[config.mk]
export PLATFORM = sky130hd
export DESIGN_NAME = vfpte_datapath
export DESIGN_NICKNAME = d
export VERILOG_FILES = /design/src/hdl/vfpte_pkg.sv /design/src/hdl/vfpte_datapath.sv
export SDC_FILE = /design/constraint.sdc
export NUM_CORES = 2
export LEC_CHECK = 0
export ABC_AREA = 1
export BUFFER_PORTS_ARGS = -buffer_cell sky130_fd_sc_hd__buf_2
export CAP_MARGIN = 20
export CORE_MARGIN = 2
export CORE_UTILIZATION = 37
export DETAILED_ROUTE_END_ITERATION = 12
export MAX_ROUTING_LAYER = met4
export PLACE_DENSITY_LB_ADDON = 0.15
export SYNTH_ARGS = -nofsm -noshare
export SYNTH_HDL_FRONTEND = slang
export SYNTH_SLANG_ARGS = --single-unit
[constraint.sdc]
create_clock -name clk -period 5.17 [get_ports clk]
set_clock_uncertainty 0.1 [all_clocks]
set_input_delay 0.517 -clock clk [delete_from_list [all_inputs] [get_ports clk]]
set_output_delay 0.517 -clock clk [all_outputs]
set_load 0.005 [all_outputs]
[src/hdl/vfpte_pkg.sv]
// Package of the VFP transfer executor: request kinds, exit codes, decode classes,
// controller states and datapath steps, and the command and status structs.
// Depends on nothing; every other file of the block imports it.
`default_nettype none

package vfpte_pkg;

    typedef enum logic [1:0] {
        ACT_EXEC   = 2'd0,
        ACT_RESP   = 2'd1,
        ACT_HWRITE = 2'd2,
        ACT_HREAD  = 2'd3
    } action_t;

    typedef enum logic [1:0] {
        KIND_REQ  = 2'd0,
        KIND_FIN  = 2'd1,
        KIND_READ = 2'd2
    } kind_t;

    typedef enum logic [1:0] {
        EXIT_FALL  = 2'd0,
        EXIT_UNSUP = 2'd1,
        EXIT_FAULT = 2'd2
    } exit_t;

    typedef enum logic [3:0] {
        OP_UNSUP,
        OP_VMOV_F,
        OP_VMOV_PAIR,
        OP_VMOV_SR,
        OP_VMOV_RS,
        OP_VMSR,
        OP_VMRS,
        OP_PUSH,
        OP_POP,
        OP_VLDR,
        OP_VSTR,
        OP_VLDM,
        OP_VSTM
    } op_t;

    typedef enum logic [4:0] {
        S_IDLE,
        S_EX_A,
        S_EX_B,
        S_EX_W1,
        S_EX_W2,
        S_RS_W1,
        S_RS_W2,
        S_RS_RD,
        S_RS_W3,
        S_HWR,
        S_HRD,
        S_REQ,
        S_FIN_OK,
        S_FIN_UNSUP,
        S_FIN_FAULT
    } state_t;

    typedef enum logic [3:0] {
        STEP_NONE,
        STEP_LATCH,
        STEP_EX_A,
        STEP_EX_B,
        STEP_EX_W1,
        STEP_EX_W2,
        STEP_RS_W1,
        STEP_RS_W2,
        STEP_RS_RD,
        STEP_RS_W3,
        STEP_HWR,
        STEP_HRD,
        STEP_REQ,
        STEP_FIN_OK,
        STEP_FIN_UNSUP,
        STEP_FIN_FAULT
    } step_t;

    typedef struct packed {
        step_t step;
        logic  go;
        logic  latch_exec;
    } cmd_t;

    typedef struct packed {
        logic unsup;
        logic is_mem;
        logic is_single;
        logic left_zero;
        logic mem_ok;
        logic slot_free;
    } sts_t;

    typedef struct packed {
        kind_t       kind;
        logic [31:0] addr;
        logic        wr;
        logic        wide;
        logic [63:0] wdata;
        exit_t       code;
        logic [31:0] npc;
        logic [31:0] detail;
        logic [31:0] rval;
    } res_t;

    localparam logic [31:0] COND_MASK   = 32'hF0000000;
    localparam logic [31:0] NZCV_MASK   = 32'hF0000000;
    localparam logic [31:0] M_VMOV_F    = 32'h0FBF0ED0;
    localparam logic [31:0] V_VMOV_F    = 32'h0EB00A40;
    localparam logic [31:0] M_PAIR      = 32'h0FF00FD0;
    localparam logic [31:0] V_PAIR_TO   = 32'h0C400B10;
    localparam logic [31:0] V_PAIR_FROM = 32'h0C500B10;
    localparam logic [31:0] M_SR        = 32'h0FF00F7F;
    localparam logic [31:0] V_SR        = 32'h0E000A10;
    localparam logic [31:0] V_RS        = 32'h0E100A10;
    localparam logic [31:0] M_SYS       = 32'h0FFF0FFF;
    localparam logic [31:0] V_VMSR      = 32'h0EE10A10;
    localparam logic [31:0] V_VMRS      = 32'h0EF10A10;
    localparam logic [31:0] M_STACK     = 32'h0FBF0E00;
    localparam logic [31:0] V_PUSH      = 32'h0D2D0A00;
    localparam logic [31:0] V_POP       = 32'h0CBD0A00;
    localparam logic [31:0] M_LDR       = 32'h0F300E00;
    localparam logic [31:0] V_VLDR      = 32'h0D100A00;
    localparam logic [31:0] V_VSTR      = 32'h0D000A00;
    localparam logic [31:0] M_LDM       = 32'h0E100E00;
    localparam logic [31:0] V_VLDM      = 32'h0C100A00;
    localparam logic [31:0] V_VSTM      = 32'h0C000A00;

    localparam logic [3:0] REG_SP = 4'd13;
    localparam logic [3:0] REG_PC = 4'd15;
    localparam logic [5:0] SEL_VFP_BASE = 6'd16;
    localparam logic [5:0] SEL_FPSCR    = 6'd48;
    localparam logic [5:0] SEL_CPSR     = 6'd49;

endpackage

`default_nettype wire

[src/hdl/vfpte_datapath.sv]
// Datapath of the VFP transfer executor: register files, status registers, access
// cursors, instruction decode and the result register. Steps come from vfpte_ctrl.
// Depends on vfpte_pkg.
`default_nettype none

module vfpte_datapath
    import vfpte_pkg::*;
(
    input  logic        clk,
    input  logic        rst_n,
    input  cmd_t        cmd,
    output sts_t        sts,
    input  logic [31:0] in_instr,
    input  logic [31:0] in_pc,
    input  logic [5:0]  in_sel,
    input  logic [31:0] in_val,
    input  logic [63:0] in_rdata,
    input  logic        in_ok,
    input  logic [31:0] in_faddr,
    input  logic        res_ready,
    output logic        res_valid,
    output res_t        res
);

    logic [31:0] core_reg [16];
    logic [31:0] vfp_reg [32];
    logic [31:0] fp_reg, cpu_reg;
    logic [31:0] instr_reg, pc_reg;
    logic [5:0]  sel_reg;
    logic [31:0] val_reg, faddr_reg;
    logic [63:0] rdata_reg;
    logic        ok_reg;
    logic [31:0] cursor_reg, cursor_next;
    logic [5:0]  lane_reg, lane_next;
    logic [7:0]  left_reg, left_next;
    logic [31:0] tc0_reg, tc0_next, tc1_reg, tc1_next;
    logic [31:0] tv0_reg, tv0_next, tv1_reg, tv1_next;
    logic        out_valid_reg, out_valid_next;
    res_t        out_reg, out_next;

    function automatic op_t classify(input logic [31:0] w);
        op_t op;
        op = OP_UNSUP;
        if ((w & COND_MASK) == COND_MASK) op = OP_UNSUP;
        else if ((w & M_VMOV_F) == V_VMOV_F) op = OP_VMOV_F;
        else if ((w & M_PAIR) == V_PAIR_TO || (w & M_PAIR) == V_PAIR_FROM) op = OP_VMOV_PAIR;
        else if ((w & M_SR) == V_SR) op = OP_VMOV_SR;
        else if ((w & M_SR) == V_RS) op = OP_VMOV_RS;
        else if ((w & M_SYS) == V_VMSR) op = OP_VMSR;
        else if ((w & M_SYS) == V_VMRS) op = OP_VMRS;
        else if ((w & M_STACK) == V_PUSH) op = OP_PUSH;
        else if ((w & M_STACK) == V_POP) op = OP_POP;
        else if ((w & M_LDR) == V_VLDR) op = OP_VLDR;
        else if ((w & M_LDR) == V_VSTR) op = OP_VSTR;
        else if ((w & M_LDM) == V_VLDM) op = OP_VLDM;
        else if ((w & M_LDM) == V_VSTM) op = OP_VSTM;
        return op;
    endfunction

    // Decode of the held instruction.
    op_t         op;
    logic [3:0]  rt, rn, vm;
    logic        dbl, hi;
    logic [7:0]  n, span_d;
    logic [8:0]  end_s;
    logic        lane_ok;
    logic [5:0]  first;
    logic        is_multi, is_single, is_store, is_load, unsup;
    logic [31:0] cnt4, disp, base;

    always_comb
    begin
        op = classify(instr_reg);
        rt = instr_reg[15:12];
        rn = instr_reg[19:16];
        vm = instr_reg[3:0];
        dbl = instr_reg[8];
        hi = instr_reg[22];
        n = instr_reg[7:0];
        span_d = {4'd0, rt} + {1'b0, n[7:1]};
        end_s = {3'd0, 1'b0, rt, hi} + {1'b0, n};
        if (n == 8'd0) lane_ok = 1'b0;
        else if (dbl) lane_ok = !hi && !n[0] && span_d <= 8'd16;
        else lane_ok = end_s <= 9'd32;
        first = dbl ? {1'b0, rt, 1'b0} : {1'b0, rt, hi};
        cnt4 = {22'd0, n, 2'b00};
        disp = {22'd0, n, 2'b00};
        is_multi = op == OP_PUSH || op == OP_POP || op == OP_VLDM || op == OP_VSTM;
        is_single = op == OP_VLDR || op == OP_VSTR;
        is_store = op == OP_PUSH || op == OP_VSTM || op == OP_VSTR;
        is_load = op == OP_POP || op == OP_VLDM || op == OP_VLDR;
        base = (rn == REG_PC) ? pc_reg + 32'd8 : tc0_reg;
        case (op)
            OP_VMOV_F:    unsup = dbl && (hi || instr_reg[5]);
            OP_VMOV_PAIR: unsup = rt == REG_PC || rn == REG_PC || instr_reg[5];
            OP_VMOV_SR,
            OP_VMOV_RS,
            OP_VMSR:      unsup = rt == REG_PC;
            OP_VMRS:      unsup = 1'b0;
            OP_PUSH,
            OP_POP:       unsup = !lane_ok;
            OP_VLDM,
            OP_VSTM:      unsup = instr_reg[24] || !instr_reg[23] || rn == REG_PC || !lane_ok;
            OP_VLDR:      unsup = dbl && hi;
            OP_VSTR:      unsup = rn == REG_PC || (dbl && hi);
            default:      unsup = 1'b1;
        endcase
    end

    logic [3:0]  core_ra, core_wa;
    logic [4:0]  vfp_ra, vfp_wa;
    logic [31:0] core_rd, vfp_rd, core_wd, vfp_wd, fp_wd, cpu_wd, hread;
    logic        core_we, vfp_we, fp_we, cpu_we, slot_free;
    logic [5:0]  sel_m16;

    assign core_rd = core_reg[core_ra];
    assign vfp_rd = vfp_reg[vfp_ra];
    assign slot_free = !out_valid_reg || res_ready;
    assign sel_m16 = sel_reg - SEL_VFP_BASE;

    always_comb
    begin
        core_ra = 4'd0;
        vfp_ra = 5'd0;
        core_we = 1'b0;
        core_wa = 4'd0;
        core_wd = 32'd0;
        vfp_we = 1'b0;
        vfp_wa = 5'd0;
        vfp_wd = 32'd0;
        fp_we = 1'b0;
        fp_wd = 32'd0;
        cpu_we = 1'b0;
        cpu_wd = 32'd0;
        cursor_next = cursor_reg;
        lane_next = lane_reg;
        left_next = left_reg;
        tc0_next = tc0_reg;
        tc1_next = tc1_reg;
        tv0_next = tv0_reg;
        tv1_next = tv1_reg;
        out_next = '0;
        out_valid_next = out_valid_reg && !res_ready;
        hread = 32'd0;
        if (sel_reg < SEL_VFP_BASE) hread = core_rd;
        else if (sel_reg < SEL_FPSCR) hread = vfp_rd;
        else if (sel_reg == SEL_FPSCR) hread = fp_reg;
        else if (sel_reg == SEL_CPSR) hread = cpu_reg;
        case (cmd.step)
            STEP_EX_A:
            begin
                if (op == OP_PUSH || op == OP_POP) core_ra = REG_SP;
                else if (op == OP_VMOV_PAIR || op == OP_VMOV_SR || op == OP_VMSR) core_ra = rt;
                else core_ra = rn;
                if (op == OP_VMOV_F) vfp_ra = dbl ? {vm, 1'b0} : {vm, instr_reg[5]};
                else if (op == OP_VMOV_PAIR) vfp_ra = {vm, 1'b0};
                else if (op == OP_VMOV_RS) vfp_ra = {rn, instr_reg[7]};
                else vfp_ra = first[4:0];
                tc0_next = core_rd;
                tv0_next = vfp_rd;
            end
            STEP_EX_B:
            begin
                core_ra = rn;
                vfp_ra = is_single ? {rt, 1'b1} : {vm, 1'b1};
                tc1_next = core_rd;
                tv1_next = vfp_rd;
            end
            STEP_EX_W1:
            begin
                if (!unsup)
                begin
                    case (op)
                        OP_VMOV_F:
                        begin
                            vfp_we = 1'b1;
                            vfp_wa = dbl ? {rt, 1'b0} : {rt, hi};
                            vfp_wd = tv0_reg;
                        end
                        OP_VMOV_PAIR:
                        begin
                            if (instr_reg[20])
                            begin
                                core_we = 1'b1;
                                core_wa = rt;
                                core_wd = tv0_reg;
                            end
                            else
                            begin
                                vfp_we = 1'b1;
                                vfp_wa = {vm, 1'b0};
                                vfp_wd = tc0_reg;
                            end
                        end
                        OP_VMOV_SR:
                        begin
                            vfp_we = 1'b1;
                            vfp_wa = {rn, instr_reg[7]};
                            vfp_wd = tc0_reg;
                        end
                        OP_VMOV_RS:
                        begin
                            core_we = 1'b1;
                            core_wa = rt;
                            core_wd = tv0_reg;
                        end
                        OP_VMSR:
                        begin
                            fp_we = 1'b1;
                            fp_wd = tc0_reg;
                        end
                        OP_VMRS:
                        begin
                            if (rt == REG_PC)
                            begin
                                cpu_we = 1'b1;
                                cpu_wd = (cpu_reg & ~NZCV_MASK) | (fp_reg & NZCV_MASK);
                            end
                            else
                            begin
                                core_we = 1'b1;
                                core_wa = rt;
                                core_wd = fp_reg;
                            end
                        end
                        OP_PUSH:
                        begin
                            core_we = 1'b1;
                            core_wa = REG_SP;
                            core_wd = tc0_reg - cnt4;
                            cursor_next = tc0_reg - cnt4;
                            lane_next = first;
                            left_next = n;
                        end
                        OP_POP,
                        OP_VLDM,
                        OP_VSTM:
                        begin
                            cursor_next = tc0_reg;
                            lane_next = first;
                            left_next = n;
                        end
                        OP_VLDR,
                        OP_VSTR:
                        begin
                            cursor_next = instr_reg[23] ? base + disp : base - disp;
                            lane_next = first;
                            left_next = dbl ? 8'd2 : 8'd1;
                        end
                        default:
                        begin
                        end
                    endcase
                end
            end
            STEP_EX_W2:
            begin
                if (!unsup && op == OP_VMOV_F && dbl)
                begin
                    vfp_we = 1'b1;
                    vfp_wa = {rt, 1'b1};
                    vfp_wd = tv1_reg;
                end
                else if (!unsup && op == OP_VMOV_PAIR)
                begin
                    if (instr_reg[20])
                    begin
                        core_we = 1'b1;
                        core_wa = rn;
                        core_wd = tv1_reg;
                    end
                    else
                    begin
                        vfp_we = 1'b1;
                        vfp_wa = {vm, 1'b1};
                        vfp_wd = tc1_reg;
                    end
                end
            end
            STEP_RS_W1:
            begin
                if (cmd.go)
                begin
                    vfp_we = is_load;
                    vfp_wa = lane_reg[4:0];
                    vfp_wd = rdata_reg[31:0];
                    if (is_multi)
                    begin
                        cursor_next = cursor_reg + 32'd4;
                        lane_next = lane_reg + 6'd1;
                        left_next = left_reg - 8'd1;
                    end
                end
            end
            STEP_RS_W2:
            begin
                if (op == OP_VLDR && dbl)
                begin
                    vfp_we = 1'b1;
                    vfp_wa = lane_reg[4:0] + 5'd1;
                    vfp_wd = rdata_reg[63:32];
                end
            end
            STEP_RS_RD:
            begin
                core_ra = REG_SP;
                vfp_ra = lane_reg[4:0];
                tc0_next = core_rd;
                tv0_next = vfp_rd;
            end
            STEP_RS_W3:
            begin
                if (left_reg == 8'd0)
                begin
                    if (op == OP_POP)
                    begin
                        core_we = 1'b1;
                        core_wa = REG_SP;
                        core_wd = tc0_reg + (lane_ok ? cnt4 : 32'd0);
                    end
                    else if ((op == OP_VLDM || op == OP_VSTM) && instr_reg[21])
                    begin
                        core_we = 1'b1;
                        core_wa = rn;
                        core_wd = cursor_reg;
                    end
                end
            end
            STEP_HWR:
            begin
                if (sel_reg < SEL_VFP_BASE)
                begin
                    core_we = 1'b1;
                    core_wa = sel_reg[3:0];
                    core_wd = val_reg;
                end
                else if (sel_reg < SEL_FPSCR)
                begin
                    vfp_we = 1'b1;
                    vfp_wa = sel_m16[4:0];
                    vfp_wd = val_reg;
                end
                else if (sel_reg == SEL_FPSCR)
                begin
                    fp_we = 1'b1;
                    fp_wd = val_reg;
                end
                else if (sel_reg == SEL_CPSR)
                begin
                    cpu_we = 1'b1;
                    cpu_wd = val_reg;
                end
            end
            STEP_HRD:
            begin
                core_ra = sel_reg[3:0];
                vfp_ra = sel_m16[4:0];
                if (cmd.go)
                begin
                    out_next.kind = KIND_READ;
                    out_next.rval = hread;
                    out_valid_next = 1'b1;
                end
            end
            STEP_REQ:
            begin
                if (cmd.go)
                begin
                    out_next.kind = KIND_REQ;
                    out_next.addr = cursor_reg;
                    out_next.wr = is_store;
                    out_next.wide = is_single && dbl;
                    if (is_store)
                        out_next.wdata = (is_single && dbl) ? {tv1_reg, tv0_reg}
                                                            : {32'd0, tv0_reg};
                    out_valid_next = 1'b1;
                end
            end
            STEP_FIN_OK,
            STEP_FIN_UNSUP,
            STEP_FIN_FAULT:
            begin
                if (cmd.go)
                begin
                    out_next.kind = KIND_FIN;
                    core_we = 1'b1;
                    core_wa = REG_PC;
                    if (cmd.step == STEP_FIN_OK)
                    begin
                        out_next.code = EXIT_FALL;
                        core_wd = pc_reg + 32'd4;
                    end
                    else if (cmd.step == STEP_FIN_UNSUP)
                    begin
                        out_next.code = EXIT_UNSUP;
                        out_next.detail = instr_reg;
                        core_wd = pc_reg;
                    end
                    else
                    begin
                        out_next.code = EXIT_FAULT;
                        out_next.detail = (is_single && dbl) ? faddr_reg : cursor_reg;
                        core_wd = pc_reg;
                    end
                    out_next.npc = core_wd;
                    out_valid_next = 1'b1;
                end
            end
            default:
            begin
            end
        endcase
        if (!out_valid_next || out_valid_reg && !res_ready) out_next = out_reg;
    end

    always_ff @(posedge clk or negedge rst_n)
    begin
        if (!rst_n)
        begin
            for (int i = 0; i < 16; i++) core_reg[i] <= 32'd0;
            for (int i = 0; i < 32; i++) vfp_reg[i] <= 32'd0;
            fp_reg <= 32'd0;
            cpu_reg <= 32'd0;
            instr_reg <= 32'd0;
            pc_reg <= 32'd0;
            cursor_reg <= 32'd0;
            lane_reg <= 6'd0;
            left_reg <= 8'd0;
            out_valid_reg <= 1'b0;
        end
        else
        begin
            if (core_we) core_reg[core_wa] <= core_wd;
            if (vfp_we) vfp_reg[vfp_wa] <= vfp_wd;
            if (fp_we) fp_reg <= fp_wd;
            if (cpu_we) cpu_reg <= cpu_wd;
            if (cmd.step == STEP_LATCH && cmd.go && cmd.latch_exec)
            begin
                instr_reg <= in_instr;
                pc_reg <= in_pc;
            end
            cursor_reg <= cursor_next;
            lane_reg <= lane_next;
            left_reg <= left_next;
            out_valid_reg <= out_valid_next;
        end
    end

    always_ff @(posedge clk)
    begin
        if (cmd.step == STEP_LATCH && cmd.go)
        begin
            sel_reg <= in_sel;
            val_reg <= in_val;
            rdata_reg <= in_rdata;
            ok_reg <= in_ok;
            faddr_reg <= in_faddr;
        end
        tc0_reg <= tc0_next;
        tc1_reg <= tc1_next;
        tv0_reg <= tv0_next;
        tv1_reg <= tv1_next;
        out_reg <= out_next;
    end

    always_comb
    begin
        sts.unsup = unsup;
        sts.is_mem = is_multi || is_single;
        sts.is_single = is_single;
        sts.left_zero = left_reg == 8'd0;
        sts.mem_ok = ok_reg;
        sts.slot_free = slot_free;
    end

    assign res_valid = out_valid_reg;
    assign res = out_reg;

endmodule

`default_nettype wire

==> impl_metrics.yaml <==
sta:
  hold_ws_ns: 0.107
  fmax_mhz: 194
  slew_violations: 0
  final-setup-viol-count: 0
  period_share_pct: 99.9
  rsz0062_at_grt: "true"
  worst_pin_slew_ns: 1.18
  min_period_ns: 5.17
  slew_headroom_pct: 21.4
  hold_viol: 0
  setup_slack_ns: 0.00329
floorplanning:
  die_w_um: 558
  core-area_mm2: 0.306
  start_util_pct: 37.2
  ioPinCount: 413
  num_rows: 203
  die-area_mm2: 0.312
  chipHeight_um: 558
critical_path:
  critPathKind: "flip-flop to flip-flop"
  critPathRequiredTime_ns: 5.88
  worst_path_max_delay_cell: "dfrtp_1"
  reg2reg_from: "instr_reg[12]"
  startpoint: "instr_reg[12]"
  crit_fanout: 8
  start_kind: "flip-flop"
  ff2ff_setup_slack_ns: 0.003
  r2r_end: "core_reg[381]"
  reg2reg_depth: 38
  arrival_ns: 5.88
  end_kind: "flip-flop"
  crit_end: "core_reg[381]"
  crit_path_max_incr_delay_ns: 0.42
route:
  firstDrtPassIters: 6
  drc: 0
  routedWlPerCell_um: 26.3
  wirelength_um: 523000
  drtIter0Drc: 13100
  viasPerCell: 5.48
  postRouteAntennaNets: 0
  vias: 109000
clocking:
  cts_max_path_buffers: 4
  clk_pin_slew_ns: 0.06
  clk_latency_ns: 0.92
  cts_made_buffers: 263
  htree_levels: 5
  root_buffer: "clkbuf_16"
  clock_sinks: 2171
  cts_tree: "built"
yosys:
  synth_cell_types: 57
  netlist_area_mm2: 0.114
  synth_area_per_cell_um2: 7.73
  yosysWarnings: 0
  synth-seq-cells: 2171
  yosysMostFrequentCell: "nand2_1"
  netlist_top_cells_count: "nand2_1, nand3_1, dfrtp_1, inv_1, clkbuf_1"
  synth-edff-count: 461
  ys_seq_area_share_pct: 49.8
  ys.flop_type: "dfrtp_1"
  syn_inst: 14700
  ys_async_sr_fraction_pct: 78.8
  synth_top_area_cell: "dfrtp_1"
  synthTopCellsByArea: "dfrtp_1, nand2_1, edfxtp_1"
  synth_top_area_share_pct: 37.7
pwr:
  p_leak_nw: 67.8
  vdd.ir_drop.worst_uv: 227
  cellPowerDensity_mw_per_mm2: 323
final_layout:
  largest_register_ffs: 1024
  layout-drive-gt1-share_pct: 14.7
  nets: 15800
  final_area_mm2: 0.141
  regArea_mm2: 0.0566
  n_fill_cell: 30700
  area_delta_synth_final_pct: 23.8
  fin_util_pct: 46.0
  multi_input_area_mm2: 0.0486
  fin_cells: 19900
placement:
  dpl.hpwl_um: 359000
  placed_area_mm2: 0.129
  dp_cells: 19100
  gp_congestion: 1.02
  dp_slack_ns: -0.589
  port_buffers: 412
global_routing:
  overflow: 0
  grt_max_degree: 179
  grt_pass1_vias: 103000
  grtUsageTotal_pct: 33.7
  grt_pass1_wl_um: 751000
  grt_antenna_before_repair: 20
min_path:
  hold_class: "input port to async pin"
status:
  status: "finished clean"
flow_run:
  maxCapViolations: 0
[report_power, final]
group	internal (mW)	leakage [nW]	switching [mW]
logic	2.73	36.3	5.11
clock network	11.2	4.25	7.88
registers	18.1	27.3	0.476
total	32.0	67.8	13.5
[kinds of logic after synthesis]
logic type	share of synthesized area, %
buf+inv	8.66
flops	49.8
xor+xnor	0.871
compound gates	7.48
simple gates	32.3
fa+ha+maj	0.760
mux	0.139
other cells	0.00330
[how the worst min path moves through the flow]
stage / from / slack [ns] / depth (start not counted) / endpoint
after global routing: rst_n / 0.10 / 2 / core_reg[150]
after detailed placement: vfp_reg[501] / 0.35 / 2 / vfp_reg[501]
after CTS: rst_n / 0.09 / 2 / core_reg[150]
after global placement: vfp_reg[52] / 0.34 / 2 / vfp_reg[52]
after floorplan: rst_n / 0.12 / 0 / core_reg[0]
final: rst_n / 0.11 / 2 / core_reg[238]
[layer usage]
| metal | track usage (%) | vias up | wire length (um) |
|---|---|---|---|
| li1 | - | 49600 | - |
| met1 | 44.3 | 53500 | 218000 |
| met2 | 51.5 | 4793 | 237000 |
| met3 | 4.88 | 963 | 39500 |
| met4 | 15.6 | 0 | 28600 |
| met5 | - | - | 0 |
[stage by stage]
| stage | setup TNS, ns | total power, mW |
|---|---|---|
| final | 0 | 45.5 |
| after CTS | -1.17 | 45.6 |
| after global routing | -40.31 | 47.0 |
| after global placement | -41.96 | 26.4 |
| after detailed placement | -35.27 | 26.3 |
| after floorplan | -10.00 | 22.3 |
[placed cells by master (no fill, tap or decap), types with 265 or more instances in the layout]
| cell | instances |
|---|---|
| nand3b_1 | 339 |
| buf_2 | 411 |
| nor2_1 | 462 |
| clkbuf_16 | 277 |
| dfrtp_1 | 1710 |
| edfxtp_1 | 461 |
| buf_4 | 712 |
| a21oi_1 | 265 |
| o21ai_0 | 537 |
| inv_1 | 1322 |
| nand3_1 | 2472 |
| nand2_1 | 4679 |
| buf_12 | 323 |
[final cells by class]
cell class | instances | area share (%)
Sequential cell | 2171 | 40.3
Multi-Input combinational cell | 10000 | 34.6
Timing Repair Buffer | 1668 | 11.5
Clock buffer | 375 | 5.39
Inverter | 1397 | 3.77
Tap cell | 4100 | 3.65
Clock inverter | 91 | 0.784
Antenna cell | 18 | 0.0320
Timing Repair inverter | 3 | 0.0142
[critical path, delay by kind of cell (launching register included)]
family | cells | cell delay [ns]
buffers and inverters | 11 | 1.33
AND/OR/NAND/NOR | 18 | 1.78
XOR/XNOR | 1 | 0.11
AO/OA/AOI/OAI | 5 | 0.62
adder cells (fa/ha/maj) | 3 | 0.71
flip-flops | 1 | 0.42
[repair_timing]
item,4_1_cts,5_1_grt
pin swaps,32,64
gates cloned,5,7
endpoints found under the hold margin,556,0
setup buffers,17,11
hold buffers,199,0
resized for setup,82,197
endpoints found under the setup margin,253,513
Power figures use the tool's default switching activity.
