$ cat src/hdl/vfpte_pkg.sv
// Package of the VFP transfer executor: request kinds, exit codes, decode classes,
// controller states and datapath steps, and the command and status structs.
// Depends on nothing; every other file of the block imports it.
`default_nettype none

package vfpte_pkg;

    typedef enum logic [1:0] {
        ACT_EXEC   = 2'd0,
        ACT_RESP   = 2'd1,
        ACT_HWRITE = 2'd2,
        ACT_HREAD  = 2'd3
    } action_t;

    typedef enum logic [1:0] {
        KIND_REQ  = 2'd0,
        KIND_FIN  = 2'd1,
        KIND_READ = 2'd2
    } kind_t;

    typedef enum logic [1:0] {
        EXIT_FALL  = 2'd0,
        EXIT_UNSUP = 2'd1,
        EXIT_FAULT = 2'd2
    } exit_t;

    typedef enum logic [3:0] {
        OP_UNSUP,
        OP_VMOV_F,
        OP_VMOV_PAIR,
        OP_VMOV_SR,
        OP_VMOV_RS,
        OP_VMSR,
        OP_VMRS,
        OP_PUSH,
        OP_POP,
        OP_VLDR,
        OP_VSTR,
        OP_VLDM,
        OP_VSTM
    } op_t;

    typedef enum logic [4:0] {
        S_IDLE,
        S_EX_A,
        S_EX_B,
        S_EX_W1,
        S_EX_W2,
        S_RS_W1,
        S_RS_W2,
        S_RS_RD,
        S_RS_W3,
        S_HWR,
        S_HRD,
        S_REQ,
        S_FIN_OK,
        S_FIN_UNSUP,
        S_FIN_FAULT
    } state_t;

    typedef enum logic [3:0] {
        STEP_NONE,
        STEP_LATCH,
        STEP_EX_A,
        STEP_EX_B,
        STEP_EX_W1,
        STEP_EX_W2,
        STEP_RS_W1,
        STEP_RS_W2,
        STEP_RS_RD,
        STEP_RS_W3,
        STEP_HWR,
        STEP_HRD,
        STEP_REQ,
        STEP_FIN_OK,
        STEP_FIN_UNSUP,
        STEP_FIN_FAULT
    } step_t;

    typedef struct packed {
        step_t step;
        logic  go;
        logic  latch_exec;
    } cmd_t;

    typedef struct packed {
        logic unsup;
        logic is_mem;
        logic is_single;
        logic left_zero;
        logic mem_ok;
        logic slot_free;
    } sts_t;

    typedef struct packed {
        kind_t       kind;
        logic [31:0] addr;
        logic        wr;
        logic        wide;
        logic [63:0] wdata;
        exit_t       code;
        logic [31:0] npc;
        logic [31:0] detail;
        logic [31:0] rval;
    } res_t;

    localparam logic [31:0] COND_MASK   = 32'hF0000000;
    localparam logic [31:0] NZCV_MASK   = 32'hF0000000;
    localparam logic [31:0] M_VMOV_F    = 32'h0FBF0ED0;
    localparam logic [31:0] V_VMOV_F    = 32'h0EB00A40;
    localparam logic [31:0] M_PAIR      = 32'h0FF00FD0;
    localparam logic [31:0] V_PAIR_TO   = 32'h0C400B10;
    localparam logic [31:0] V_PAIR_FROM = 32'h0C500B10;
    localparam logic [31:0] M_SR        = 32'h0FF00F7F;
    localparam logic [31:0] V_SR        = 32'h0E000A10;
    localparam logic [31:0] V_RS        = 32'h0E100A10;
    localparam logic [31:0] M_SYS       = 32'h0FFF0FFF;
    localparam logic [31:0] V_VMSR      = 32'h0EE10A10;
    localparam logic [31:0] V_VMRS      = 32'h0EF10A10;
    localparam logic [31:0] M_STACK     = 32'h0FBF0E00;
    localparam logic [31:0] V_PUSH      = 32'h0D2D0A00;
    localparam logic [31:0] V_POP       = 32'h0CBD0A00;
    localparam logic [31:0] M_LDR       = 32'h0F300E00;
    localparam logic [31:0] V_VLDR      = 32'h0D100A00;
    localparam logic [31:0] V_VSTR      = 32'h0D000A00;
    localparam logic [31:0] M_LDM       = 32'h0E100E00;
    localparam logic [31:0] V_VLDM      = 32'h0C100A00;
    localparam logic [31:0] V_VSTM      = 32'h0C000A00;

    localparam logic [3:0] REG_SP = 4'd13;
    localparam logic [3:0] REG_PC = 4'd15;
    localparam logic [5:0] SEL_VFP_BASE = 6'd16;
    localparam logic [5:0] SEL_FPSCR    = 6'd48;
    localparam logic [5:0] SEL_CPSR     = 6'd49;

endpackage

`default_nettype wire

$ cat src/hdl/vfpte_ctrl.sv
// Controller of the VFP transfer executor: sequences the steps of each request and
// tracks whether a memory-access instruction waits for memory. Depends on vfpte_pkg.
`default_nettype none

module vfpte_ctrl
    import vfpte_pkg::*;
(
    input  logic    clk,
    input  logic    rst_n,
    input  logic    in_valid,
    input  action_t in_action,
    output logic    in_ready,
    input  sts_t    sts,
    output cmd_t    cmd
);

    state_t state_reg, state_next;
    logic   busy_reg, busy_next;

    always_ff @(posedge clk or negedge rst_n)
    begin
        if (!rst_n)
        begin
            state_reg <= S_IDLE;
            busy_reg <= 1'b0;
        end
        else
        begin
            state_reg <= state_next;
            busy_reg <= busy_next;
        end
    end

    always_comb
    begin
        state_next = state_reg;
        busy_next = busy_reg;
        in_ready = 1'b0;
        cmd.step = STEP_NONE;
        cmd.go = 1'b1;
        cmd.latch_exec = 1'b0;
        case (state_reg)
            S_IDLE:
            begin
                in_ready = 1'b1;
                cmd.step = STEP_LATCH;
                cmd.go = in_valid;
                cmd.latch_exec = in_action == ACT_EXEC && !busy_reg;
                if (in_valid)
                begin
                    case (in_action)
                        ACT_EXEC:   state_next = busy_reg ? S_IDLE : S_EX_A;
                        ACT_RESP:   state_next = busy_reg ? S_RS_W1 : S_IDLE;
                        ACT_HWRITE: state_next = S_HWR;
                        default:    state_next = S_HRD;
                    endcase
                end
            end
            S_EX_A:
            begin
                cmd.step = STEP_EX_A;
                state_next = S_EX_B;
            end
            S_EX_B:
            begin
                cmd.step = STEP_EX_B;
                state_next = S_EX_W1;
            end
            S_EX_W1:
            begin
                cmd.step = STEP_EX_W1;
                state_next = S_EX_W2;
            end
            S_EX_W2:
            begin
                cmd.step = STEP_EX_W2;
                if (sts.unsup) state_next = S_FIN_UNSUP;
                else if (sts.is_mem) state_next = S_REQ;
                else state_next = S_FIN_OK;
            end
            S_RS_W1:
            begin
                cmd.step = STEP_RS_W1;
                cmd.go = sts.mem_ok;
                state_next = sts.mem_ok ? S_RS_W2 : S_FIN_FAULT;
            end
            S_RS_W2:
            begin
                cmd.step = STEP_RS_W2;
                state_next = sts.is_single ? S_FIN_OK : S_RS_RD;
            end
            S_RS_RD:
            begin
                cmd.step = STEP_RS_RD;
                state_next = S_RS_W3;
            end
            S_RS_W3:
            begin
                cmd.step = STEP_RS_W3;
                state_next = sts.left_zero ? S_FIN_OK : S_REQ;
            end
            S_HWR:
            begin
                cmd.step = STEP_HWR;
                state_next = S_IDLE;
            end
            S_HRD:
            begin
                cmd.step = STEP_HRD;
                cmd.go = sts.slot_free;
                if (sts.slot_free) state_next = S_IDLE;
            end
            S_REQ:
            begin
                cmd.step = STEP_REQ;
                cmd.go = sts.slot_free;
                if (sts.slot_free)
                begin
                    state_next = S_IDLE;
                    busy_next = 1'b1;
                end
            end
            S_FIN_OK,
            S_FIN_UNSUP,
            S_FIN_FAULT:
            begin
                if (state_reg == S_FIN_OK) cmd.step = STEP_FIN_OK;
                else if (state_reg == S_FIN_UNSUP) cmd.step = STEP_FIN_UNSUP;
                else cmd.step = STEP_FIN_FAULT;
                cmd.go = sts.slot_free;
                if (sts.slot_free)
                begin
                    state_next = S_IDLE;
                    busy_next = 1'b0;
                end
            end
            default:
            begin
                state_next = S_IDLE;
            end
        endcase
    end

endmodule

`default_nettype wire

$ cat config.mk
export PLATFORM = sky130hd
export DESIGN_NAME = vfpte_ctrl
export DESIGN_NICKNAME = d
export VERILOG_FILES = /design/src/hdl/vfpte_pkg.sv /design/src/hdl/vfpte_ctrl.sv
export SDC_FILE = /design/constraint.sdc
export NUM_CORES = 1
export LEC_CHECK = 0
export BUFFER_PORTS_ARGS = -buffer_cell sky130_fd_sc_hd__buf_2
export CAP_MARGIN = 20
export CORE_MARGIN = 2
export CORE_UTILIZATION = 34
export DETAILED_ROUTE_END_ITERATION = 8
export PLACE_DENSITY = 0.64
export SYNTH_ARGS = -nofsm -noshare
export SYNTH_HDL_FRONTEND = slang
export SYNTH_SLANG_ARGS = --single-unit
export TNS_END_PERCENT = 5
$ cat constraint.sdc
create_clock -name clk -period 1.9 [get_ports clk]
set_input_delay 0.095 -clock clk [delete_from_list [all_inputs] [get_ports clk]]
set_output_delay 0.095 -clock clk [all_outputs]
set_load 0.02 [all_outputs]
==> impl_metrics.xml, run 1 <==
<?xml version="1.0" encoding="UTF-8"?>
<metrics>
  <group name="status">
    <metric name="status" unit="">finished clean</metric>
  </group>
  <group name="place">
    <metric name="pre_cts_slack" unit="ns">0.396</metric>
    <metric name="numPlacedInstances" unit="">97</metric>
    <metric name="placement.cell_area" unit="um^2">644</metric>
    <metric name="gp_congestion" unit="">0.840</metric>
    <metric name="dp_hpwl" unit="um">1010</metric>
    <metric name="number_of_buffers_inserted_by_port_buffering" unit="">17</metric>
  </group>
  <group name="critical_path">
    <metric name="worst-endpoint-required" unit="ns">1.80</metric>
    <metric name="timing.reg2reg.worst_path_depth" unit="">5</metric>
    <metric name="worst_setup_path_category" unit="">reg2out</metric>
    <metric name="critical_path.startpoint_type" unit="">flip-flop</metric>
    <metric name="worstReg2RegEnd" unit="">state_reg[0]</metric>
    <metric name="critical_path.max_fanout" unit="">13</metric>
    <metric name="reg2reg_from" unit="">state_reg[2]</metric>
    <metric name="timing.critical_path.to_type" unit="">output port</metric>
    <metric name="cp.arrival" unit="ns">1.65</metric>
    <metric name="reg2reg_slack" unit="ns">0.37</metric>
  </group>
  <group name="layout">
    <metric name="post_layout_nonfiller_instances" unit="">102</metric>
    <metric name="design.final.nets" unit="">98</metric>
    <metric name="area.growth.synth_to_final" unit="%">22.2</metric>
    <metric name="largest_register_ffs" unit="">4</metric>
    <metric name="final_common_cell" unit="">sky130_fd_sc_hd__buf_2</metric>
    <metric name="layout.cells.most_common_list" unit="">sky130_fd_sc_hd__buf_2 (17), sky130_fd_sc_hd__nand2_1 (5), sky130_fd_sc_hd__dfrtp_1 (5), sky130_fd_sc_hd__buf_4 (5)</metric>
    <metric name="drive_above_1_share" unit="%">33.7</metric>
    <metric name="finalCoreUtilization" unit="%">44.7</metric>
    <metric name="layout.cell_area.non_filler" unit="um^2">681</metric>
    <metric name="insertedDiodeCount" unit="">0</metric>
  </group>
  <group name="grt">
    <metric name="first_global_vias" unit="">514</metric>
    <metric name="first_pass_grt_wire_length" unit="um">2240</metric>
    <metric name="grt_start_max_net_pins" unit="">14</metric>
    <metric name="track_usage" unit="%">15.5</metric>
    <metric name="grt.overflow.total" unit="">0</metric>
    <metric name="grt_antenna_before_repair" unit="">0</metric>
  </group>
  <group name="synth">
    <metric name="synth_compound_area_share" unit="%">25.6</metric>
    <metric name="synth_top_cell_area_share" unit="%">22.5</metric>
    <metric name="synthFlopType" unit="">sky130_fd_sc_hd__dfrtp_1</metric>
    <metric name="synth.cell_area" unit="um^2">557</metric>
    <metric name="post_synth_main_area_contributors" unit="">sky130_fd_sc_hd__dfrtp_1 (22%), sky130_fd_sc_hd__nor4_4 (7.6%), sky130_fd_sc_hd__xnor2_1 (4.7%), sky130_fd_sc_hd__a31oi_1 (4.5%), sky130_fd_sc_hd__buf_12 (3.6%)</metric>
    <metric name="yosys.cell_types.count" unit="">35</metric>
    <metric name="edff_count_synth" unit="">0</metric>
    <metric name="synthesis.area_per_instance" unit="um^2">8.44</metric>
    <metric name="ys_seq_elements" unit="">5</metric>
    <metric name="yosys_warnings" unit="">0</metric>
    <metric name="synth_xor_area_share" unit="%">6.29</metric>
    <metric name="combinational_family_with_the_most_area_after_synthesis" unit="">simple AND/OR/NAND/NOR gates</metric>
    <metric name="synthAdderAreaFrac" unit="%">0</metric>
    <metric name="synthMuxAreaShare" unit="%">1.80</metric>
    <metric name="synth_seq_area_share" unit="%">22.5</metric>
    <metric name="synthSimpleGateAreaFrac" unit="%">30.8</metric>
    <metric name="postSynthCellCount" unit="">66</metric>
    <metric name="async_reset_ff_share" unit="%">100</metric>
    <metric name="synth.net_count" unit="">77</metric>
    <metric name="synth_top_cell_by_area" unit="">sky130_fd_sc_hd__dfrtp_1</metric>
  </group>
  <group name="drt">
    <metric name="detailroute.via_count" unit="">563</metric>
    <metric name="routed_wire_length_per_instance" unit="um">13.2</metric>
    <metric name="drt_iter0_drc" unit="">17</metric>
    <metric name="routed_via_density" unit="">5.52</metric>
    <metric name="wirelength" unit="um">1340</metric>
    <metric name="drtPass1Iterations" unit="">4</metric>
    <metric name="drtAntennaViolNets" unit="">0</metric>
    <metric name="route.detailed.drc" unit="">0</metric>
  </group>
  <group name="job">
    <metric name="cap_viol_max_count" unit="">0</metric>
  </group>
  <group name="timing">
    <metric name="period_minus_slack" unit="ns">1.75</metric>
    <metric name="worst_slew_margin_rel" unit="%">67.0</metric>
    <metric name="timing.fmax" unit="MHz">572</metric>
    <metric name="worst_slew_pin_slew" unit="ns">0.495</metric>
    <metric name="final_setup_violation_count" unit="">0</metric>
    <metric name="fin_ws" unit="ns">0.153</metric>
    <metric name="hold_ws" unit="ns">0.199</metric>
    <metric name="timing.setup.tns" unit="ns">0</metric>
    <metric name="final_max_slew_viol_count" unit="">0</metric>
    <metric name="fin_worst_skew" unit="ns">0.00285</metric>
    <metric name="final.period_utilization" unit="%">91.9</metric>
    <metric name="hold_viol" unit="">0</metric>
    <metric name="setup_repair_after_global_routing_missed_its_margin" unit="">no</metric>
  </group>
  <group name="cts">
    <metric name="cts_resized" unit="">0</metric>
    <metric name="cts.clk_slew.worst_paths" unit="ns">0.05</metric>
    <metric name="cts_sinks" unit="">5</metric>
    <metric name="root_buffer" unit="">sky130_fd_sc_hd__clkbuf_4</metric>
    <metric name="postCtsHoldBufs" unit="">1</metric>
    <metric name="ctsHtreeMaxLevel" unit="">1</metric>
    <metric name="clock_tree.buffer_depth" unit="">2</metric>
    <metric name="tritoncts_clock_tree" unit="">built</metric>
    <metric name="post-cts-setup-buffers" unit="">0</metric>
    <metric name="clk-insertion-delay-late" unit="ns">0.25</metric>
    <metric name="cts-buffers-inserted" unit="">3</metric>
  </group>
  <group name="power">
    <metric name="p_switching" unit="mW">0.593</metric>
    <metric name="powerDensity" unit="nW/um^2">1730</metric>
    <metric name="pwr-share-seq" unit="%">24.7</metric>
    <metric name="power.share.combinational" unit="%">64.4</metric>
    <metric name="swShare" unit="%">50.3</metric>
    <metric name="max-vdd-ir-drop" unit="mV">0.642</metric>
    <metric name="clkPwrFrac" unit="%">10.8</metric>
    <metric name="p_leak" unit="nW">0.286</metric>
    <metric name="internal_power" unit="mW">0.587</metric>
    <metric name="power.total" unit="mW">1.18</metric>
  </group>
  <group name="min_path">
    <metric name="hold_path_class" unit="">in2async</metric>
  </group>
  <group name="floorplanning">
    <metric name="initial_utilization" unit="%">36.5</metric>
    <metric name="die_height" unit="um">44.5</metric>
    <metric name="core_area" unit="um^2">1520</metric>
    <metric name="dieWidth" unit="um">44.5</metric>
    <metric name="floorplan.io_pins" unit="">18</metric>
    <metric name="die_area" unit="um^2">1980</metric>
    <metric name="floorplan.rows" unit="">14</metric>
  </group>
</metrics>
## layout make-up
type | instances | area, um^2
Inverter | 3 | 11.3
Fill cell | 151 | 843
Multi-Input combinational cell | 51 | 365
Timing Repair Buffer | 23 | 133
Clock buffer | 4 | 26.3
Tap cell | 16 | 20.0
Sequential cell | 5 | 125
## synthesized netlist by cell type, types with 2 or more instances
cell / number
sky130_fd_sc_hd__nor3_1: 3
sky130_fd_sc_hd__dfrtp_1: 5
sky130_fd_sc_hd__o21ai_0: 4
sky130_fd_sc_hd__o211ai_1: 2
sky130_fd_sc_hd__buf_4: 2
sky130_fd_sc_hd__nor4_4: 2
sky130_fd_sc_hd__buf_2: 3
sky130_fd_sc_hd__xnor2_1: 3
sky130_fd_sc_hd__a31oi_1: 4
sky130_fd_sc_hd__a21oi_1: 2
sky130_fd_sc_hd__nor2b_1: 3
sky130_fd_sc_hd__nor4_1: 2
sky130_fd_sc_hd__nand2_1: 5
sky130_fd_sc_hd__nor2_1: 3
sky130_fd_sc_hd__inv_1: 2
sky130_fd_sc_hd__nand2b_1: 2
## power groups by stage
stage / clock network (mW) / logic [mW] / registers (mW)
2_1_floorplan: 0 / 0.721 / 0.189
3_3_place_gp: 0 / 0.756 / 0.293
3_5_place_dp: 0 / 0.762 / 0.291
4_1_cts: 0.139 / 0.764 / 0.291
5_1_grt: 0.147 / 0.839 / 0.308
6_report: 0.128 / 0.760 / 0.292
## critical path: stages (launching register included)
cell and delay, ns:
sky130_fd_sc_hd__dfrtp_1 0.64, sky130_fd_sc_hd__nand3_1 0.20, sky130_fd_sc_hd__o2111a_1 0.20, sky130_fd_sc_hd__a211oi_1 0.16, sky130_fd_sc_hd__buf_2 0.19
## logic make-up (layout without fill, tap and decap cells)
| logic type | after synthesis | in the layout |
|---|---|---|
| multiplexers | 1 | 1 |
| AO/OA/AOI/OAI | 21 | 21 |
| buffers and inverters | 10 | 30 |
| flip-flops | 5 | 5 |
| AND/OR/NAND/NOR | 25 | 25 |
| XOR/XNOR | 4 | 4 |
## how the worst max path moves through the flow
stage,startpoint,cells after the start,to,slack [ns]
after global routing,state_reg[2],4,cmd[1],0.01
after CTS,state_reg[2],4,cmd[1],0.15
after detailed placement,state_reg[2],5,state_reg[0],0.40
final,state_reg[2],4,cmd[1],0.15
after global placement,state_reg[2],5,state_reg[3],0.42
after floorplan,state_reg[1],4,cmd[0],0.26
## metal layers
metal | up-vias | global-route usage [%] | routed length, um
met5 | - | 0 | 0
met1 | 260 | 20.7 | 645
met3 | 2 | 5.31 | 68
met2 | 13 | 22.9 | 613
li1 | 288 | - | -
met4 | 0 | 5.45 | 14
(Power assumes the default switching activity.)
==> run 2, diff against run 1 <==
BUFFER_PORTS_ARGS = not set   (was -buffer_cell sky130_fd_sc_hd__buf_2)
DONT_BUFFER_PORTS = 1   (was not set)
PLACE_DENSITY = 0.55   (was 0.64)
==> run 2 against run 1 <==
  * Sequential cell count unchanged
  * Critical endpoint unchanged
  * Die area unchanged
  * Utilization decreased by 4.9 points
  * Register-to-register slack improved by 0.07 ns
  * Final area decreased by 11%
  * Hold slack got worse by 0.17 ns
  * Global-route usage decreased by 1.3 points
==> impl_metrics.xml, run 2 (synthesis results as in run 1) <==
<?xml version="1.0" encoding="UTF-8"?>
<metrics>
  <group name="place">
    <metric name="gp_congestion" unit="">0.747</metric>
    <metric name="dp_hpwl" unit="um">898</metric>
    <metric name="number_of_buffers_inserted_by_port_buffering" unit="">0</metric>
  </group>
  <group name="status">
    <metric name="status" unit="">finished clean</metric>
  </group>
  <group name="timing">
    <metric name="timing.setup.tns" unit="ns">0</metric>
    <metric name="setup_repair_after_global_routing_missed_its_margin" unit="">no</metric>
    <metric name="final.period_utilization" unit="%">89.3</metric>
    <metric name="timing.fmax" unit="MHz">589</metric>
    <metric name="period_minus_slack" unit="ns">1.70</metric>
    <metric name="hold_ws" unit="ns">0.0278</metric>
    <metric name="worst_slew_pin_slew" unit="ns">0.489</metric>
    <metric name="final_setup_violation_count" unit="">0</metric>
    <metric name="worst_slew_margin_rel" unit="%">67.4</metric>
    <metric name="hold_viol" unit="">0</metric>
    <metric name="final_max_slew_viol_count" unit="">0</metric>
    <metric name="fin_worst_skew" unit="ns">0.00348</metric>
  </group>
  <group name="min_path">
    <metric name="hold_path_class" unit="">in2reg</metric>
    <metric name="hold_path_end" unit="">state_reg[2]</metric>
    <metric name="timing.hold.worst_path_depth" unit="">2</metric>
    <metric name="hold_path.startpoint" unit="">in_valid</metric>
  </group>
  <group name="grt">
    <metric name="first_global_vias" unit="">477</metric>
    <metric name="track_usage" unit="%">14.2</metric>
    <metric name="grt_antenna_before_repair" unit="">0</metric>
    <metric name="grt.overflow.total" unit="">0</metric>
    <metric name="first_pass_grt_wire_length" unit="um">2040</metric>
    <metric name="grt_start_max_net_pins" unit="">18</metric>
  </group>
  <group name="critical_path">
    <metric name="timing.critical_path.to_type" unit="">output port</metric>
    <metric name="worstReg2RegEnd" unit="">state_reg[0]</metric>
    <metric name="reg2reg_from" unit="">state_reg[3]</metric>
    <metric name="timing.reg2reg.worst_path_depth" unit="">4</metric>
    <metric name="reg2reg_slack" unit="ns">0.44</metric>
    <metric name="critical_path.startpoint_type" unit="">flip-flop</metric>
    <metric name="worst_setup_path_category" unit="">reg2out</metric>
    <metric name="critical_path.max_fanout" unit="">11</metric>
    <metric name="cp.arrival" unit="ns">1.60</metric>
    <metric name="worst-endpoint-required" unit="ns">1.80</metric>
  </group>
  <group name="drt">
    <metric name="drt_iter0_drc" unit="">15</metric>
    <metric name="routed_via_density" unit="">5.90</metric>
    <metric name="wirelength" unit="um">1230</metric>
    <metric name="drtPass1Iterations" unit="">4</metric>
    <metric name="routed_wire_length_per_instance" unit="um">14.3</metric>
    <metric name="drtAntennaViolNets" unit="">0</metric>
    <metric name="route.detailed.drc" unit="">0</metric>
    <metric name="detailroute.via_count" unit="">507</metric>
  </group>
  <group name="layout">
    <metric name="area.growth.synth_to_final" unit="%">8.76</metric>
    <metric name="finalCoreUtilization" unit="%">39.7</metric>
    <metric name="fillCellCount" unit="">160</metric>
    <metric name="insertedDiodeCount" unit="">0</metric>
    <metric name="design.final.nets" unit="">82</metric>
    <metric name="multi_input_comb_area" unit="um^2">365</metric>
    <metric name="final_common_cell" unit="">sky130_fd_sc_hd__buf_4</metric>
    <metric name="drive_above_1_share" unit="%">21.4</metric>
    <metric name="layout.cells.most_common_list" unit="">sky130_fd_sc_hd__buf_4 (6), sky130_fd_sc_hd__nand2_1 (5), sky130_fd_sc_hd__a31oi_1 (4), sky130_fd_sc_hd__o21ai_0 (4)</metric>
    <metric name="final-seq-area" unit="um^2">128</metric>
    <metric name="largest_register_ffs" unit="">4</metric>
  </group>
  <group name="floorplanning">
    <metric name="dieWidth" unit="um">44.5</metric>
    <metric name="floorplan.io_pins" unit="">18</metric>
    <metric name="die_area" unit="um^2">1980</metric>
    <metric name="core_area" unit="um^2">1520</metric>
    <metric name="die_height" unit="um">44.5</metric>
    <metric name="initial_utilization" unit="%">36.5</metric>
    <metric name="floorplan.rows" unit="">14</metric>
  </group>
  <group name="job">
    <metric name="cap_viol_max_count" unit="">0</metric>
  </group>
  <group name="power">
    <metric name="powerDensity" unit="nW/um^2">1810</metric>
    <metric name="max-vdd-ir-drop" unit="mV">0.695</metric>
    <metric name="p_leak" unit="nW">0.220</metric>
  </group>
  <group name="cts">
    <metric name="ctsHtreeMaxLevel" unit="">1</metric>
    <metric name="cts-buffers-inserted" unit="">3</metric>
    <metric name="root_buffer" unit="">sky130_fd_sc_hd__clkbuf_4</metric>
    <metric name="clock_tree.buffer_depth" unit="">2</metric>
    <metric name="cts_sinks" unit="">5</metric>
    <metric name="tritoncts_clock_tree" unit="">built</metric>
    <metric name="clk-insertion-delay-late" unit="ns">0.24</metric>
    <metric name="cts.clk_slew.worst_paths" unit="ns">0.04</metric>
  </group>
</metrics>
## run 2: cell count changes in the layout (fill, tap and decap cells not counted)
cell                      previous run  this run
sky130_fd_sc_hd__dfrtp_1             5         3
sky130_fd_sc_hd__dfrtp_2             0         2
sky130_fd_sc_hd__buf_2              17         0
sky130_fd_sc_hd__buf_4               5         6
## run 2: what timing repair did
item                       in CTS  in global routing
setup endpoints to repair       0                  1
gates resized for setup         0                  2
buffers inserted                0                  0
hold endpoints to repair        5                  0
hold buffers                    1                  0
## run 2: worst max path at each step
stage,from,to,slack [ns],cells after the start
finish,state_reg[2],cmd[1],0.20,4
global placement,state_reg[1],state_reg[0],0.33,3
CTS,state_reg[1],cmd[1],0.01,4
floorplan,state_reg[1],cmd[0],0.26,4
global route,state_reg[2],cmd[1],0.04,4
detailed placement,state_reg[1],state_reg[0],0.27,3
## run 2: where the power goes
group | internal, mW | switching [mW]
logic | 0.294 | 0.332
registers | 0.160 | 0.186
clock network | 0.0794 | 0.0435
## run 2: area by class of cell
cell class	instances	area share, %
Clock buffer	4	4.34
Inverter	3	1.86
Multi-Input combinational cell	51	60.3
Sequential cell	5	21.1
Tap cell	16	3.31
Timing Repair Buffer	7	9.09
## run 2: metal layers
layer | GRT usage [%] | vias to the layer above | wire (um)
met4 | 7.27 | 0 | 29
met2 | 19.7 | 15 | 558
met3 | 4.49 | 4 | 85
li1 | - | 258 | -
met5 | 0 | - | 0
met1 | 19.3 | 230 | 555
## run 2: through the flow
step / setup slack (ns) / cell area [um^2] / instances / total power, mW
final: 0.202 / 606 / 86 / 1.09
after global routing: 0.0397 / 606 / 86 / 1.19
after CTS: 0.0118 / 603 / 86 / 1.09
after detailed placement: 0.275 / 567 / 81 / 0.963
after global placement: 0.326 / 567 / 81 / 0.967
after floorplan: 0.258 / 563 / 66 / 0.911
## run 2: worst max-delay path: stages (launching register included)
cell	delay (ns)
sky130_fd_sc_hd__dfrtp_1	0.60
sky130_fd_sc_hd__nand3_1	0.19
sky130_fd_sc_hd__o2111a_1	0.20
sky130_fd_sc_hd__a211oi_1	0.19
sky130_fd_sc_hd__buf_4	0.18
==> run 3, diff against run 2 <==
BUFFER_PORTS_ARGS = -buffer_cell sky130_fd_sc_hd__buf_2   (was not set)
DONT_BUFFER_PORTS = not set   (was 1)
PLACE_DENSITY = 0.64   (was 0.55)
clock period = 2.1 ns   (was 1.9 ns; I/O delays follow)
==> run 3 against run 2 <==
  * Final area grew 5.2%
  * First-iteration DRC count down 60%
  * Clock-buffer cell count is the same
  * Worst setup slack improved by 0.013 ns
  * Hold slack better by 0.17 ns
  * Final cell count up 13%
  * Wire length is 0.90% lower
  * Non-clock buffer count rose by 11
  * Clock power decreased by 7%
  * Global-route usage down 0.12 points
==> impl_metrics.xml, run 3 (synthesis results as in run 1) <==
<?xml version="1.0" encoding="UTF-8"?>
<metrics>
  <group name="grt">
    <metric name="first_pass_grt_wire_length" unit="um">2050</metric>
    <metric name="track_usage" unit="%">14.0</metric>
    <metric name="first_global_vias" unit="">514</metric>
    <metric name="grt_antenna_before_repair" unit="">0</metric>
    <metric name="grt_start_max_net_pins" unit="">19</metric>
    <metric name="grt.overflow.total" unit="">0</metric>
  </group>
  <group name="drt">
    <metric name="route.met2.wl" unit="um">588</metric>
    <metric name="wirelength" unit="um">1220</metric>
    <metric name="routed_via_density" unit="">5.72</metric>
    <metric name="drtPass1Iterations" unit="">4</metric>
    <metric name="drt_iter0_drc" unit="">6</metric>
    <metric name="routed-wl-met3" unit="um">53</metric>
    <metric name="route.detailed.drc" unit="">0</metric>
    <metric name="detail_route.wirelength.met1" unit="um">555</metric>
    <metric name="routed_wire_length_per_instance" unit="um">12.6</metric>
    <metric name="drtAntennaViolNets" unit="">0</metric>
    <metric name="highest_layer" unit="">met4</metric>
    <metric name="detailroute.via_count" unit="">555</metric>
  </group>
  <group name="power">
    <metric name="powerDensity" unit="nW/um^2">1550</metric>
    <metric name="p_leak" unit="nW">0.261</metric>
    <metric name="max-vdd-ir-drop" unit="mV">0.585</metric>
  </group>
  <group name="floorplanning">
    <metric name="dieWidth" unit="um">44.5</metric>
    <metric name="die_height" unit="um">44.5</metric>
    <metric name="die_area" unit="um^2">1980</metric>
    <metric name="floorplan.rows" unit="">14</metric>
    <metric name="initial_utilization" unit="%">36.5</metric>
    <metric name="floorplan.io_pins" unit="">18</metric>
    <metric name="core_area" unit="um^2">1520</metric>
  </group>
  <group name="layout">
    <metric name="post_layout_nonfiller_instances" unit="">97</metric>
    <metric name="layout.cell_area.non_filler" unit="um^2">637</metric>
    <metric name="drive_above_1_share" unit="%">28.4</metric>
    <metric name="area.growth.synth_to_final" unit="%">14.4</metric>
    <metric name="largest_register_ffs" unit="">4</metric>
    <metric name="insertedDiodeCount" unit="">0</metric>
    <metric name="design.final.nets" unit="">93</metric>
    <metric name="fillCellCount" unit="">173</metric>
    <metric name="final_common_cell" unit="">sky130_fd_sc_hd__buf_2</metric>
    <metric name="layout.cells.most_common_list" unit="">sky130_fd_sc_hd__buf_2 (17), sky130_fd_sc_hd__nand2_1 (5), sky130_fd_sc_hd__dfrtp_1 (5)</metric>
  </group>
  <group name="timing">
    <metric name="final_setup_violation_count" unit="">0</metric>
    <metric name="hold_viol" unit="">0</metric>
    <metric name="period_minus_slack" unit="ns">1.88</metric>
    <metric name="worst_slew_margin_rel" unit="%">58.6</metric>
    <metric name="final_max_slew_viol_count" unit="">0</metric>
    <metric name="timing.setup.tns" unit="ns">0</metric>
    <metric name="setup_repair_after_global_routing_missed_its_margin" unit="">no</metric>
    <metric name="final.period_utilization" unit="%">89.7</metric>
    <metric name="worst_slew_pin_slew" unit="ns">0.620</metric>
    <metric name="timing.fmax" unit="MHz">531</metric>
    <metric name="fin_worst_skew" unit="ns">0.000994</metric>
  </group>
  <group name="critical_path">
    <metric name="critical_path.max_fanout" unit="">17</metric>
    <metric name="cp.arrival" unit="ns">1.78</metric>
    <metric name="worst_setup_path_category" unit="">reg2out</metric>
    <metric name="timing.critical_path.to_type" unit="">output port</metric>
    <metric name="worst-endpoint-required" unit="ns">2.00</metric>
    <metric name="critical_path.startpoint_type" unit="">flip-flop</metric>
  </group>
  <group name="status">
    <metric name="status" unit="">finished clean</metric>
  </group>
  <group name="job">
    <metric name="cap_viol_max_count" unit="">0</metric>
  </group>
  <group name="cts">
    <metric name="cts_sinks" unit="">5</metric>
    <metric name="cts-buffers-inserted" unit="">3</metric>
    <metric name="root_buffer" unit="">sky130_fd_sc_hd__clkbuf_4</metric>
    <metric name="tritoncts_clock_tree" unit="">built</metric>
    <metric name="cts.clk_slew.worst_paths" unit="ns">0.04</metric>
    <metric name="clk-insertion-delay-late" unit="ns">0.24</metric>
    <metric name="ctsHtreeMaxLevel" unit="">1</metric>
    <metric name="post-cts-setup-buffers" unit="">0</metric>
    <metric name="clock_tree.buffer_depth" unit="">2</metric>
  </group>
  <group name="place">
    <metric name="number_of_buffers_inserted_by_port_buffering" unit="">17</metric>
    <metric name="gp_congestion" unit="">0.795</metric>
    <metric name="placement.cell_area" unit="um^2">601</metric>
    <metric name="dp_hpwl" unit="um">920</metric>
    <metric name="numPlacedInstances" unit="">92</metric>
  </group>
  <group name="min_path">
    <metric name="hold_path_class" unit="">in2reg</metric>
  </group>
</metrics>
==> run 3: cell count changes in the layout (fill, tap and decap cells not counted) <==
cell / delta
sky130_fd_sc_hd__buf_2: +17
sky130_fd_sc_hd__nor4b_2: -1
sky130_fd_sc_hd__dfrtp_1: +2
sky130_fd_sc_hd__dfrtp_2: -2
sky130_fd_sc_hd__nor4b_1: +1
sky130_fd_sc_hd__buf_4: -6
==> run 3: area by class of cell <==
class | count | area, um^2 | share of cell area (%)
Clock buffer | 4 | 26.3 | 4.13
Inverter | 3 | 11.3 | 1.77
Multi-Input combinational cell | 51 | 359 | 56.4
Sequential cell | 5 | 125 | 19.6
Tap cell | 16 | 20.0 | 3.14
Timing Repair Buffer | 18 | 95.1 | 14.9
==> run 3: path summary, 6_finish.rpt <==
path / from / end / slack, ns / cells past startpoint
worst max-delay path: state_reg[2] / cmd[1] / 0.22 / 4
worst min-delay path: in_valid / state_reg[2] / 0.20 / 3
worst max register to register: state_reg[2] / state_reg[0] / 0.47 / 3
worst min register to register: busy_reg / busy_reg / 0.63 / 2
max in group asynchronous: rst_n / state_reg[2] / 1.76 / 2
min in group asynchronous: rst_n / state_reg[1] / 0.21 / 2
==> run 3: routing by layer <==
metal	vias up	track usage [%]
met3	4	2.45
met1	260	17.4
met4	0	8.48
met5	-	0
met2	15	22.3
li1	276	-
==> run 3: critical path, stage by stage, from the launching register on <==
cell	delay (ns)
sky130_fd_sc_hd__dfrtp_1	0.72
sky130_fd_sc_hd__nand3_1	0.22
sky130_fd_sc_hd__o2111a_1	0.22
sky130_fd_sc_hd__a211oi_1	0.17
sky130_fd_sc_hd__buf_2	0.20
==> run 3: repair_timing <==
item	in CTS	in global routing
hold endpoints to repair	5	0
gates resized for setup	0	0
hold buffers	1	0
==> run 3: metrics by stage <==
step,setup slack [ns],utilization (%),total power [mW],hold WS [ns]
after CTS,0.216,41.8,0.997,0.197
after global routing,0.0738,41.8,1.08,0.210
after floorplan,0.187,-,0.821,-0.191
after detailed placement,0.474,39.4,0.879,-0.0725
final,0.216,41.8,0.989,0.201
after global placement,0.532,39.4,0.874,-0.0712
==> run 3: power by group <==
| part | internal [mW] | switching [mW] | total, mW |
|---|---|---|---|
| Clock | 0.0720 | 0.0415 | 0.114 |
| Sequential | 0.140 | 0.194 | 0.334 |
| Combinational | 0.263 | 0.278 | 0.541 |
| Total | 0.474 | 0.514 | 0.989 |
